<file path="config.mk">
export PLATFORM = sky130hd
export DESIGN_NAME = rgb_to_ycbcr420_converter
export DESIGN_NICKNAME = d
export VERILOG_FILES = /design/src/hdl/rycc_pkg.sv /design/src/hdl/rycc_color_pipe.sv /design/src/hdl/rgb_to_ycbcr420_converter.sv
export SDC_FILE = /design/constraint.sdc
export NUM_CORES = 1
export LEC_CHECK = 0
export CAP_MARGIN = 10
export CORE_MARGIN = 2
export CORE_UTILIZATION = 50
export CTS_CLUSTER_SIZE = 24
export DETAILED_ROUTE_END_ITERATION = 7
export DONT_BUFFER_PORTS = 1
export PLACE_DENSITY = 0.76
export SLEW_MARGIN = 20
export SYNTH_ARGS = -nofsm -noshare
export SYNTH_HDL_FRONTEND = slang
export SYNTH_HIERARCHICAL = 1
export SYNTH_SLANG_ARGS = --single-unit
</file>
<file path="constraint.sdc">
create_clock -name aclk -period 4.4 [get_ports aclk]
set_input_delay 0.22 -clock aclk [delete_from_list [all_inputs] [get_ports aclk]]
set_output_delay 0.22 -clock aclk [all_outputs]
set_load 0.01 [all_outputs]
</file>
<file path="src/hdl/rycc_pkg.sv">
// Shared types and constants for the RGB to YCbCr 4:2:0 converter.
// No dependencies; imported by rycc_color_pipe, rgb_to_ycbcr420_converter and the testbench.
`default_nettype none

package rycc_pkg;

    // Width of the intermediate products and biased sums
    localparam int unsigned SUM_W = 16;

    // BT.601 studio-range coefficients (magnitudes; signs are applied in the sums)
    localparam logic [SUM_W-1:0] COEF_Y_R  = 16'd66;
    localparam logic [SUM_W-1:0] COEF_Y_G  = 16'd129;
    localparam logic [SUM_W-1:0] COEF_Y_B  = 16'd25;
    localparam logic [SUM_W-1:0] COEF_CB_R = 16'd38;
    localparam logic [SUM_W-1:0] COEF_CB_G = 16'd74;
    localparam logic [SUM_W-1:0] COEF_CB_B = 16'd112;
    localparam logic [SUM_W-1:0] COEF_CR_R = 16'd112;
    localparam logic [SUM_W-1:0] COEF_CR_G = 16'd94;
    localparam logic [SUM_W-1:0] COEF_CR_B = 16'd18;

    // Luma offset, and chroma offset pre-scaled by 256 so the high byte carries it
    localparam logic [7:0]       LUMA_OFFSET   = 8'd16;
    localparam logic [SUM_W-1:0] CHROMA_BIAS   = 16'd32768;

    // Input transaction
    typedef struct packed {
        logic [7:0]  blue;
        logic [7:0]  green;
        logic [7:0]  red;
        logic [11:0] pixel_column;
        logic [11:0] pixel_row;
    } pixel_in_t;

    // Result transaction
    typedef struct packed {
        logic [7:0]  luma;
        logic [7:0]  chroma_blue;
        logic [7:0]  chroma_red;
        logic        chroma_valid;
        logic [10:0] chroma_column;
        logic [10:0] chroma_row;
    } pixel_out_t;

    // Per-stage load enables of the pipeline
    typedef struct packed {
        logic s1;
        logic s2;
        logic s3;
    } rycc_adv_t;

endpackage

`default_nettype wire

</file>
<file path="src/hdl/rycc_color_pipe.sv">
// Three-stage color matrix: products, biased sums, byte extraction.
// Depends on rycc_pkg; stage enables come from the top-level flow control.
`default_nettype none

module rycc_color_pipe
    import rycc_pkg::*;
(
    input  wire logic       aclk,
    input  wire rycc_adv_t  adv,
    input  wire logic [7:0] red,
    input  wire logic [7:0] green,
    input  wire logic [7:0] blue,
    output logic [7:0]      luma,
    output logic [7:0]      chroma_blue,
    output logic [7:0]      chroma_red
);

    logic [SUM_W-1:0] y_r_reg,  y_g_reg,  y_b_reg;
    logic [SUM_W-1:0] cb_r_reg, cb_g_reg, cb_b_reg;
    logic [SUM_W-1:0] cr_r_reg, cr_g_reg, cr_b_reg;
    logic [SUM_W-1:0] y_r_next,  y_g_next,  y_b_next;
    logic [SUM_W-1:0] cb_r_next, cb_g_next, cb_b_next;
    logic [SUM_W-1:0] cr_r_next, cr_g_next, cr_b_next;

    logic [SUM_W-1:0] y_sum_reg,  cb_sum_reg,  cr_sum_reg;
    logic [SUM_W-1:0] y_sum_next, cb_sum_next, cr_sum_next;

    logic [7:0] luma_reg, cb_reg, cr_reg;
    logic [7:0] luma_next, cb_next, cr_next;

    // Stage 1: constant-coefficient products
    always_comb begin
        y_r_next  = SUM_W'(red)   * COEF_Y_R;
        y_g_next  = SUM_W'(green) * COEF_Y_G;
        y_b_next  = SUM_W'(blue)  * COEF_Y_B;
        cb_r_next = SUM_W'(red)   * COEF_CB_R;
        cb_g_next = SUM_W'(green) * COEF_CB_G;
        cb_b_next = SUM_W'(blue)  * COEF_CB_B;
        cr_r_next = SUM_W'(red)   * COEF_CR_R;
        cr_g_next = SUM_W'(green) * COEF_CR_G;
        cr_b_next = SUM_W'(blue)  * COEF_CR_B;
    end

    always_ff @(posedge aclk) begin
        if (adv.s1) begin
            y_r_reg  <= y_r_next;
            y_g_reg  <= y_g_next;
            y_b_reg  <= y_b_next;
            cb_r_reg <= cb_r_next;
            cb_g_reg <= cb_g_next;
            cb_b_reg <= cb_b_next;
            cr_r_reg <= cr_r_next;
            cr_g_reg <= cr_g_next;
            cr_b_reg <= cr_b_next;
        end
    end

    // Stage 2: sums; chroma biased by 128*256 so the result never goes negative
    always_comb begin
        y_sum_next  = y_r_reg + y_g_reg + y_b_reg;
        cb_sum_next = CHROMA_BIAS + cb_b_reg - cb_r_reg - cb_g_reg;
        cr_sum_next = CHROMA_BIAS + cr_r_reg - cr_g_reg - cr_b_reg;
    end

    always_ff @(posedge aclk) begin
        if (adv.s2) begin
            y_sum_reg  <= y_sum_next;
            cb_sum_reg <= cb_sum_next;
            cr_sum_reg <= cr_sum_next;
        end
    end

    // Stage 3: take the high byte (floor divide by 256) and add the luma offset
    always_comb begin
        luma_next = y_sum_reg[SUM_W-1 -: 8] + LUMA_OFFSET;
        cb_next   = cb_sum_reg[SUM_W-1 -: 8];
        cr_next   = cr_sum_reg[SUM_W-1 -: 8];
    end

    always_ff @(posedge aclk) begin
        if (adv.s3) begin
            luma_reg <= luma_next;
            cb_reg   <= cb_next;
            cr_reg   <= cr_next;
        end
    end

    assign luma        = luma_reg;
    assign chroma_blue = cb_reg;
    assign chroma_red  = cr_reg;

endmodule

`default_nettype wire

</file>
<file path="src/hdl/rgb_to_ycbcr420_converter.sv">
// BT.601 studio-range RGB to YCbCr 4:2:0 converter, one result per pixel.
// Accepts one pixel per clock while s_ready is high and delivers its result from the
// registered output of the three-stage color matrix (products, sums, byte extraction),
// and with m_ready held high the throughput is one pixel every cycle. Each stage
// holds while the stage after it is full and stalled, so s_ready falls only when
// all three stages are occupied. Chroma fields are valid for pixels at an even
// column and an even row inside MAX_DIMENSION and are zero otherwise.
// Depends on rycc_pkg and rycc_color_pipe.
`default_nettype none

module rgb_to_ycbcr420_converter
    import rycc_pkg::*;
#(
    parameter int unsigned MAX_DIMENSION = 4096
) (
    input  wire logic      aclk,
    input  wire logic      aresetn,
    input  wire logic      s_valid,
    output logic           s_ready,
    input  wire pixel_in_t s_data,
    output logic           m_valid,
    input  wire logic      m_ready,
    output pixel_out_t     m_data
);

    localparam logic [16:0] FRAME_LIMIT = 17'(MAX_DIMENSION);

    rycc_adv_t adv;

    logic v1_reg, v2_reg, v3_reg;
    logic v1_next, v2_next, v3_next;

    logic        cv1_reg, cv2_reg, cv3_reg;
    logic        cv1_next;
    logic [10:0] col1_reg, col2_reg, col3_reg;
    logic [10:0] row1_reg, row2_reg, row3_reg;
    logic [10:0] col1_next, row1_next;

    logic [7:0] luma_w, cb_w, cr_w;

    // Load a stage when it is empty or its contents move on this cycle
    always_comb begin
        adv.s3 = m_ready || !v3_reg;
        adv.s2 = adv.s3 || !v2_reg;
        adv.s1 = adv.s2 || !v1_reg;
    end

    assign s_ready = adv.s1;

    // Advance the valid bits
    always_comb begin
        v1_next = adv.s1 ? s_valid : v1_reg;
        v2_next = adv.s2 ? v1_reg  : v2_reg;
        v3_next = adv.s3 ? v2_reg  : v3_reg;
    end

    always_ff @(posedge aclk) begin
        if (!aresetn) begin
            v1_reg <= 1'b0;
            v2_reg <= 1'b0;
            v3_reg <= 1'b0;
        end else begin
            v1_reg <= v1_next;
            v2_reg <= v2_next;
            v3_reg <= v3_next;
        end
    end

    // Chroma site: both coordinates even and inside the frame
    always_comb begin
        cv1_next  = ({5'd0, s_data.pixel_column} < FRAME_LIMIT)
                 && ({5'd0, s_data.pixel_row} < FRAME_LIMIT)
                 && !s_data.pixel_column[0] && !s_data.pixel_row[0];
        col1_next = s_data.pixel_column[11:1];
        row1_next = s_data.pixel_row[11:1];
    end

    // Carry the position alongside the color matrix
    always_ff @(posedge aclk) begin
        if (adv.s1) begin
            cv1_reg  <= cv1_next;
            col1_reg <= col1_next;
            row1_reg <= row1_next;
        end
        if (adv.s2) begin
            cv2_reg  <= cv1_reg;
            col2_reg <= col1_reg;
            row2_reg <= row1_reg;
        end
        if (adv.s3) begin
            cv3_reg  <= cv2_reg;
            col3_reg <= col2_reg;
            row3_reg <= row2_reg;
        end
    end

    rycc_color_pipe u_color (
        .aclk        (aclk),
        .adv         (adv),
        .red         (s_data.red),
        .green       (s_data.green),
        .blue        (s_data.blue),
        .luma        (luma_w),
        .chroma_blue (cb_w),
        .chroma_red  (cr_w)
    );

    // Drop chroma fields for pixels that are not chroma sites
    always_comb begin
        m_data.luma          = luma_w;
        m_data.chroma_blue   = cv3_reg ? cb_w     : 8'd0;
        m_data.chroma_red    = cv3_reg ? cr_w     : 8'd0;
        m_data.chroma_valid  = cv3_reg;
        m_data.chroma_column = cv3_reg ? col3_reg : 11'd0;
        m_data.chroma_row    = cv3_reg ? row3_reg : 11'd0;
    end

    assign m_valid = v3_reg;

`ifndef SYNTH
    // Pipeline not full must leave room for a new transaction
    a_ready_when_room: assert property (@(posedge aclk) disable iff (!aresetn)
        (!v1_reg || !v2_reg || !v3_reg) |-> s_ready)
        else $error("s_ready low with a free pipeline stage");

    // Luma stays within the studio range
    a_luma_range: assert property (@(posedge aclk) disable iff (!aresetn)
        m_valid |-> (m_data.luma >= 8'd16 && m_data.luma <= 8'd235))
        else $error("luma out of studio range");

    // Chroma stays within the studio range on chroma sites
    a_chroma_range: assert property (@(posedge aclk) disable iff (!aresetn)
        (m_valid && m_data.chroma_valid) |->
            (m_data.chroma_blue >= 8'd16 && m_data.chroma_blue <= 8'd239 &&
             m_data.chroma_red >= 8'd16 && m_data.chroma_red <= 8'd239))
        else $error("chroma out of studio range");

    // An odd-column pixel never enters stage 1 as a chroma site
    a_odd_column: assert property (@(posedge aclk) disable iff (!aresetn)
        (s_valid && s_ready && s_data.pixel_column[0]) |=> (v1_reg && !cv1_reg))
        else $error("odd column tagged as chroma site");
`endif

endmodule

`default_nettype wire

</file>
==> results of run 1 <==
## area by class of cell
type	count	share of cell area (%)
Clock inverter	13	0.4841
Tap cell	372	3.001
Sequential cell	227	43.76
Clock buffer	29	3.994
Inverter	168	4.083
Timing Repair Buffer	50	3.292
Multi-Input combinational cell	644	41.38
## path summary, 6_finish.rpt
| path | endpoint | cells after the start | slack, ps | start |
|---|---|---|---|---|
| min | u_color/cr_b_reg[11] | 2 | 20 | s_data[46] |
| min reg2reg | u_color/chroma_red[1] | 0 | 410 | u_color/cr_sum_reg[9] |
| max | u_color/cr_g_reg[14] | 13 | 1070 | s_data[32] |
| max reg2reg | u_color/y_sum_reg[13] | 10 | 1460 | u_color/y_g_reg[3] |
## placed cells by master (no fill, tap or decap), types with 10 or more instances in the layout
| cell | n |
|---|---|
| xor2_1 | 19 |
| nand2_1 | 23 |
| fa_1 | 77 |
| a21o_1 | 21 |
| and3_1 | 10 |
| xnor2_1 | 58 |
| ha_1 | 189 |
| nor2b_1 | 18 |
| clkbuf_16 | 24 |
| nor3_1 | 15 |
| a21oi_1 | 42 |
| nor2_1 | 29 |
| edfxtp_1 | 224 |
| o21ai_0 | 20 |
| and2_1 | 39 |
| dlygate4sd3_1 | 49 |
| inv_1 | 165 |
## cells by family (layout without fill, tap and decap cells)
logic type | count (synthesis) | in the layout
buffers and inverters | 173 | 260
flip-flops | 227 | 227
adder cells (fa/ha/maj) | 266 | 266
XOR/XNOR | 77 | 77
AND/OR/NAND/NOR | 162 | 162
AO/OA/AOI/OAI | 139 | 139
## worst reg2reg max path, stage by stage, from the launching register on
cell and delay [ps]:
edfxtp_1 380, inv_1 80, fa_1 510, inv_1 50, ha_1 300, a21oi_1 170
a21oi_1 150, o31ai_4 430, nor2_1 110, a2111oi_2 390, xnor2_1 130
## power by group
part	internal, W	switching (W)
combinational	0.00172	0.00214
sequential	0.00322	0.000259
clock	0.00100	0.000792
total	0.00594	0.00320
## metrics by stage
step / worst slack [ps] / utilization [%] / hold slack, ps / power [W]
5_1_grt: 977.3 / 57.22 / 26.01 / 0.009774
3_5_place_dp: 793.2 / 52.85 / 319.0 / 0.007273
4_1_cts: 1094 / 57.18 / 2.703 / 0.009164
6_report: 1074 / 57.22 / 19.79 / 0.009136
2_1_floorplan: 780.7 / - / 318.9 / 0.006357
3_3_place_gp: 879.6 / 52.85 / 319.1 / 0.007100
## timing repair
item                       CTS  global route
hold endpoints to repair    55             1
setup buffers                0             0
setup endpoints to repair    0             0
hold buffers                48             1
## metal layers
metal	global-route usage (%)	share of wire [%]
met1	24.22	42
met2	31.58	47
met5	0	0
met4	7.321	4.1
met3	3.331	6.2
==> summary.txt, run 1 <==
Layout
  • ANT cells: 0
  • FF/Latch Area: a little under 7000 sq um
  • Final std cells w/o fill: 1503
  • Fillers: 2132
  • Area grow syn2layout: 11.72%
  • Layout cell share with drive strength beyond 1: 4.598%
  • Multi-input logic area: ~6400 sq um
  • Max FFs per register: 16
  • Post-Layout Inst Area: between 15000 and 20000 sq um
  • Final #Nets: 1433

Synthesis
  • Synth area leader: edfxtp_1
  • Sequential area share after synthesis: between 40 and 50%
  • Post-Synth Adder-Cell Area: between 20% and 30%
  • Mean cell area of the mapped netlist: between 10 and 15 sq um
  • Proportion of synthesized area in mux cells: 0%
  • Unique masters post-synth: 53
  • Asr flop ratio synth: 0%
  • Most frequent cell after synthesis: edfxtp_1
  • Netlist area before placement: 13880 sq um
  • Dominant synthesized flop cell: edfxtp_1
  • Largest family of logic cells by synthesized area: adder cells
  • Mapped Nets: between 1k and 1.5k
  • Total of warnings raised by yosys: 6
  • Main area contributors after synthesis: edfxtp_1 48%, ha_1 17%, fa_1 11%, inv_1 4.5%, xnor2_1 3.7%
  • Register bit count reported by yosys: 227
  • Top cells by count, synth: 224 x edfxtp_1, 189 x ha_1, 168 x inv_1, 77 x fa_1, 58 x xnor2_1
  • Number of synthesized flops with an enable pin: between 200 and 250
  • Synth Area in XOR/XNOR: 4.858%
  • Synthesized netlist cell count: 1044
  • Post-synthesis simple-gate area fraction: under 10%
  • Post-synth top area share: ~48%
  • Synth Area in Compound Gates: 6.959%

Run
  • Max-capacitance violation count: 0

Detailed routing
  • WL per Instance: between 15 and 20 um
  • Vias: between 7k and 8k
  • Total iterations of the first detailed-routing run: 5
  • Via/cell ratio: 5.265
  • Residual DRC: 0
  • Drt total wl: ~27000 um
  • Post-route antenna net violation count: 0
  • 1st-iter DRT viols: around 520

Clock tree
  • CTS sink cnt: 227
  • TritonCTS Buffers: 24
  • CTS tree: yes
  • Skew-Pair Late Insertion Delay: between 500 and 600 ps
  • Worst-case clock buffer depth: 3
  • Clk root buf: clkbuf_16
  • Clk pin slew, worst setup/hold paths: roughly 60 ps
  • H-tree lvl count: 1
  • Post-cts gate resize count: 0

Die
  • Die area: about 29000 sq um
  • Placeable Area: 27100 sq um
  • Rows: 60
  • Die Height: between 150 and 200 um
  • Die width: approximately 170 um
  • # IOs: 101
  • Initial core utilization: between 50% and 60%

STA
  • Max Freq: roughly 300 MHz
  • Crit path time final: 3326 ps
  • Final Hold Vio Count: 0
  • Slew margin rel.: approximately 36%
  • Post-route clock period utilization: approximately 76%
  • RSZ-0062 raised after global routing: no
  • Max-slew violation count: 0
  • TNS Setup: 0 ps
  • Tightest Pin Transition: ~950 ps
  • Worst Clk Skew: roughly 15 ps
  • Final setup fails: 0

GRT
  • First-pass GRT wire length: 41870 um
  • Initial antenna violation count: 0
  • Largest net degree at the start of global routing: 72
  • GR Overflow Total: 0
  • GRT Util Overall: approximately a fifth
  • Vias in the first global route: approximately 8.0k

Setup path
  • Top cell by count, worst path: ha_1
  • Startpoint types: primary input
  • Worst path bufs/invs: 3
  • Worst Path Max Fanout: 4
  • Critical path's top delay family: adder cells
  • Largest stage delay, worst path: 640 ps
  • Endpoint class of the critical path: flip-flop
  • Crit path DAT: 3600 ps
  • Worst path slowest cell: dlygate4sd3_1
  • Crit Path Category: primary input to flip-flop
  • CP cell instances: dlygate4sd3_1 > ha_1 > ha_1 > inv_1 > fa_1 > inv_1 > ha_1 > a21o_1 > a21oi_1 > o211ai_1 > a31o_2 > a21oi_1 > xnor2_1
  • Worst EP required: between 4000 and 5000 ps

Place
  • I/O Buffers: 0
  • GPL Wtd Cong: approximately 0.86
  • Placed insts: 1412
  • Post-DP HPWL: ~20000 um
  • Post-place instance area: between 10000 and 15000 sq um

Power
  • Leak Pwr: 6.881 nW
  • VDD IR max: approximately 340 uV
  • PD cells: just under 600 nW/um^2

Hold path
  • HP Class: primary input to flip-flop

Status
  • Run status: finished clean
Note: power is estimated with default switching activity, not from simulation.
==> run 2: changes to the inputs <==
Clock period 4.4 ns to 3.3 ns, I/O delays scaled along.
==> run 2 against run 1 <==
  * Die area is the same
  * Sequential power grew 33%
  * Count of clock-buffer cells in the layout up 1
  * Combinational power grew 33%
  * Register-to-register slack got worse by 1100 ps
  * Clock power up 47%
  * Sequential cell count unchanged
  * Final cell count grew 0.47%
  * Design area grew 0.81%
  * Largest cell class unchanged
  * Highest routed layer unchanged
==> summary.txt, run 2 (same netlist as run 1, synthesis figures left out) <==
Status
  • Run status: finished clean

Layout
  • Max FFs per register: 16 (unchanged)
  • Fillers: 2125 (-0.33%)
  • Post-Layout Inst Area: 15630 sq um (+0.81%)
  • Final #Nets: 1438 (+0.35%)
  • Final std cells w/o fill: 1510 (+0.47%)
  • Area grow syn2layout: 12.62%
  • ANT cells: 0 (unchanged)
  • FF/Latch Area: 6787 sq um (unchanged)
  • Most common cell after layout, fill and taps aside: edfxtp_1
  • Commonest non-fill, non-tap cells in the layout: 224 x edfxtp_1, 189 x ha_1, 165 x inv_1, 77 x fa_1, 58 x xnor2_1
  • Multi-input logic area: 6421 sq um (about the same)
  • Layout cell share with drive strength beyond 1: 5.536% (+0.94 points)

Setup path
  • Reg2reg setup slack: 370 ps (-1090 ps)
  • Worst r2r dst: u_color/cr_sum_reg[15]
  • Worst path bufs/invs: 3 (unchanged)
  • Crit Path Category: primary input to flip-flop
  • Startpoint types: primary input
  • Largest stage delay, worst path: 640 ps (about the same)
  • CP cell instances: dlygate4sd3_1 > ha_1 > ha_1 > inv_1 > fa_1 > inv_1 > ha_1 > a21o_1 > a21oi_2 > o211ai_1 > a31o_2 > a21oi_1 > xnor2_1
  • Crit path DAT: 3390 ps (-210 ps)
  • Worst Path Max Fanout: 4 (unchanged)
  • Worst r2r src: u_color/cr_r_reg[4]
  • Worst path slowest cell: dlygate4sd3_1
  • Reg2reg path depth: 10 (unchanged)
  • Top cell by count, worst path: ha_1
  • Critical path's top delay family: adder cells
  • Worst EP required: 3570 ps (-1100 ps)
  • Endpoint class of the critical path: flip-flop

Die
  • # IOs: 101 (unchanged)
  • Die area: 29110 sq um (unchanged)
  • Rows: 60 (unchanged)
  • Placeable Area: 27100 sq um (unchanged)
  • Die width: 170.6 um (unchanged)
  • Initial core utilization: 51.22% (unchanged)
  • Die Height: 170.6 um (unchanged)

Clock tree
  • TritonCTS Buffers: 24 (unchanged)
  • CTS tree: yes
  • # Post-CTS Setup Buffers: 0 (unchanged)
  • Skew-Pair Late Insertion Delay: 520 ps (about the same)
  • Clk pin slew, worst setup/hold paths: 60 ps (about the same)
  • Worst-case clock buffer depth: 3 (unchanged)
  • Clk root buf: clkbuf_16
  • H-tree lvl count: 1 (unchanged)
  • CTS sink cnt: 227 (unchanged)

Hold path
  • HP Class: primary input to flip-flop
  • Hold depth: 2 (unchanged)
  • Hold endpoint: u_color/cb_b_reg[6]
  • HP Start: s_data[42]

STA
  • Tightest Pin Transition: 975.4 ps (+23.91 ps)
  • Max-slew violation count: 0 (unchanged)
  • Max Freq: between 300 and 400 MHz
  • Final Hold Vio Count: 0 (unchanged)
  • Slew margin rel.: 34.88% (-1.6 points)
  • TNS Setup: 0 ps (unchanged)
  • RSZ-0062 raised after global routing: no
  • Min Hold Slack: 19.32 ps (-0.4714 ps)
  • Final setup fails: 0 (unchanged)
  • Worst Clk Skew: 8.089 ps (-6.481 ps)
  • Post-route clock period utilization: a little over nine tenths
  • Crit path time final: around 3100 ps

Power
  • Total power: 0.01240 W (+36%)
  • Leak Pwr: 6.940 nW (+0.86%)
  • PD cells: 793.0 nW/um^2 (+35%)
  • VDD IR max: 425.2 uV (+26%)

GRT
  • GRT Util Overall: 19.16% (+0.40 points)
  • GR Overflow Total: 0 (unchanged)
  • Initial antenna violation count: 0 (unchanged)
  • Vias in the first global route: 7999 (-0.22%)
  • Largest net degree at the start of global routing: 76 (+5.6%)
  • First-pass GRT wire length: 42840 um (+2.3%)

Detailed routing
  • Vias: 7840 (-0.92%)
  • Drt total wl: 26760 um (about the same)
  • WL per Instance: 17.72 um (-0.49%)
  • Residual DRC: 0 (unchanged)
  • Via/cell ratio: 5.192 (-1.4%)
  • 1st-iter DRT viols: 471 (-9.8%)
  • Total iterations of the first detailed-routing run: 7 (+2)
  • Post-route antenna net violation count: 0 (unchanged)

Place
  • I/O Buffers: 0 (unchanged)
  • GPL Wtd Cong: 0.8591 (-0.54%)
  • Post-place instance area: 14360 sq um (+0.24%)
  • Post-DP HPWL: 20030 um (+0.38%)
  • Placed insts: 1416 (+0.28%)

Run
  • Max-capacitance violation count: 0 (unchanged)
## run 2: timing repair
item                                   CTS  global route
resized for setup                        0             0
endpoints found under the hold margin   68             0
setup endpoints to repair                0             0
hold buffers                            50             0
## run 2: power breakdown
part / internal [W] / total, W / switching, W
clock: 0.00152 / 0.00263 / 0.00111
combinational: 0.00231 / 0.00514 / 0.00283
sequential: 0.00429 / 0.00463 / 0.000343
total: 0.00811 / 0.0124 / 0.00428
## run 2: metrics by stage
stage / setup WS (ps) / utilization (%)
after global placement: -4.096 / 52.98
after CTS: 184.3 / 57.68
after global routing: 77.39 / 57.68
final: 184.9 / 57.68
after detailed placement: -58.27 / 52.98
after floorplan: 33.42 / -
## run 2: final cells by class
class | instances | share of cell area [%]
Sequential cell | 227 | 43.41
Timing Repair Buffer | 55 | 3.522
Clock inverter | 14 | 0.9685
Clock buffer | 30 | 3.986
Inverter | 168 | 4.058
Tap cell | 372 | 2.977
Multi-Input combinational cell | 644 | 41.08
## run 2: worst register-to-register path: cells and delay by family, from the launching register on
kind / cells / cell delay [ps]
AOI/OAI and AO/OA: 6 / 1390
adders and majority gates: 2 / 790
DFF: 1 / 410
buffers and inverters: 2 / 130
## run 2: routing by layer
| metal | global-route usage [%] | vias up | part of all wire (%) |
|---|---|---|---|
| met5 | 0 | - | 0 |
| met4 | 5.946 | 0 | 2.6 |
| met3 | 3.123 | 46 | 6.0 |
| met2 | 32.27 | 215 | 48 |
| met1 | 25.55 | 3793 | 43 |
| li1 | - | 3786 | - |
## run 2: worst max path at each step
| stage | start | endpoint | cells after the start |
|---|---|---|---|
| detailed placement | s_data[34] | u_color/cr_g_reg[14] | 13 |
| finish | s_data[32] | u_color/cr_g_reg[14] | 13 |
| floorplan | s_data[34] | u_color/cr_g_reg[14] | 12 |
| global placement | s_data[34] | u_color/cr_g_reg[14] | 12 |
| CTS | s_data[32] | u_color/cr_g_reg[14] | 13 |
| global route | s_data[32] | u_color/cr_g_reg[14] | 13 |
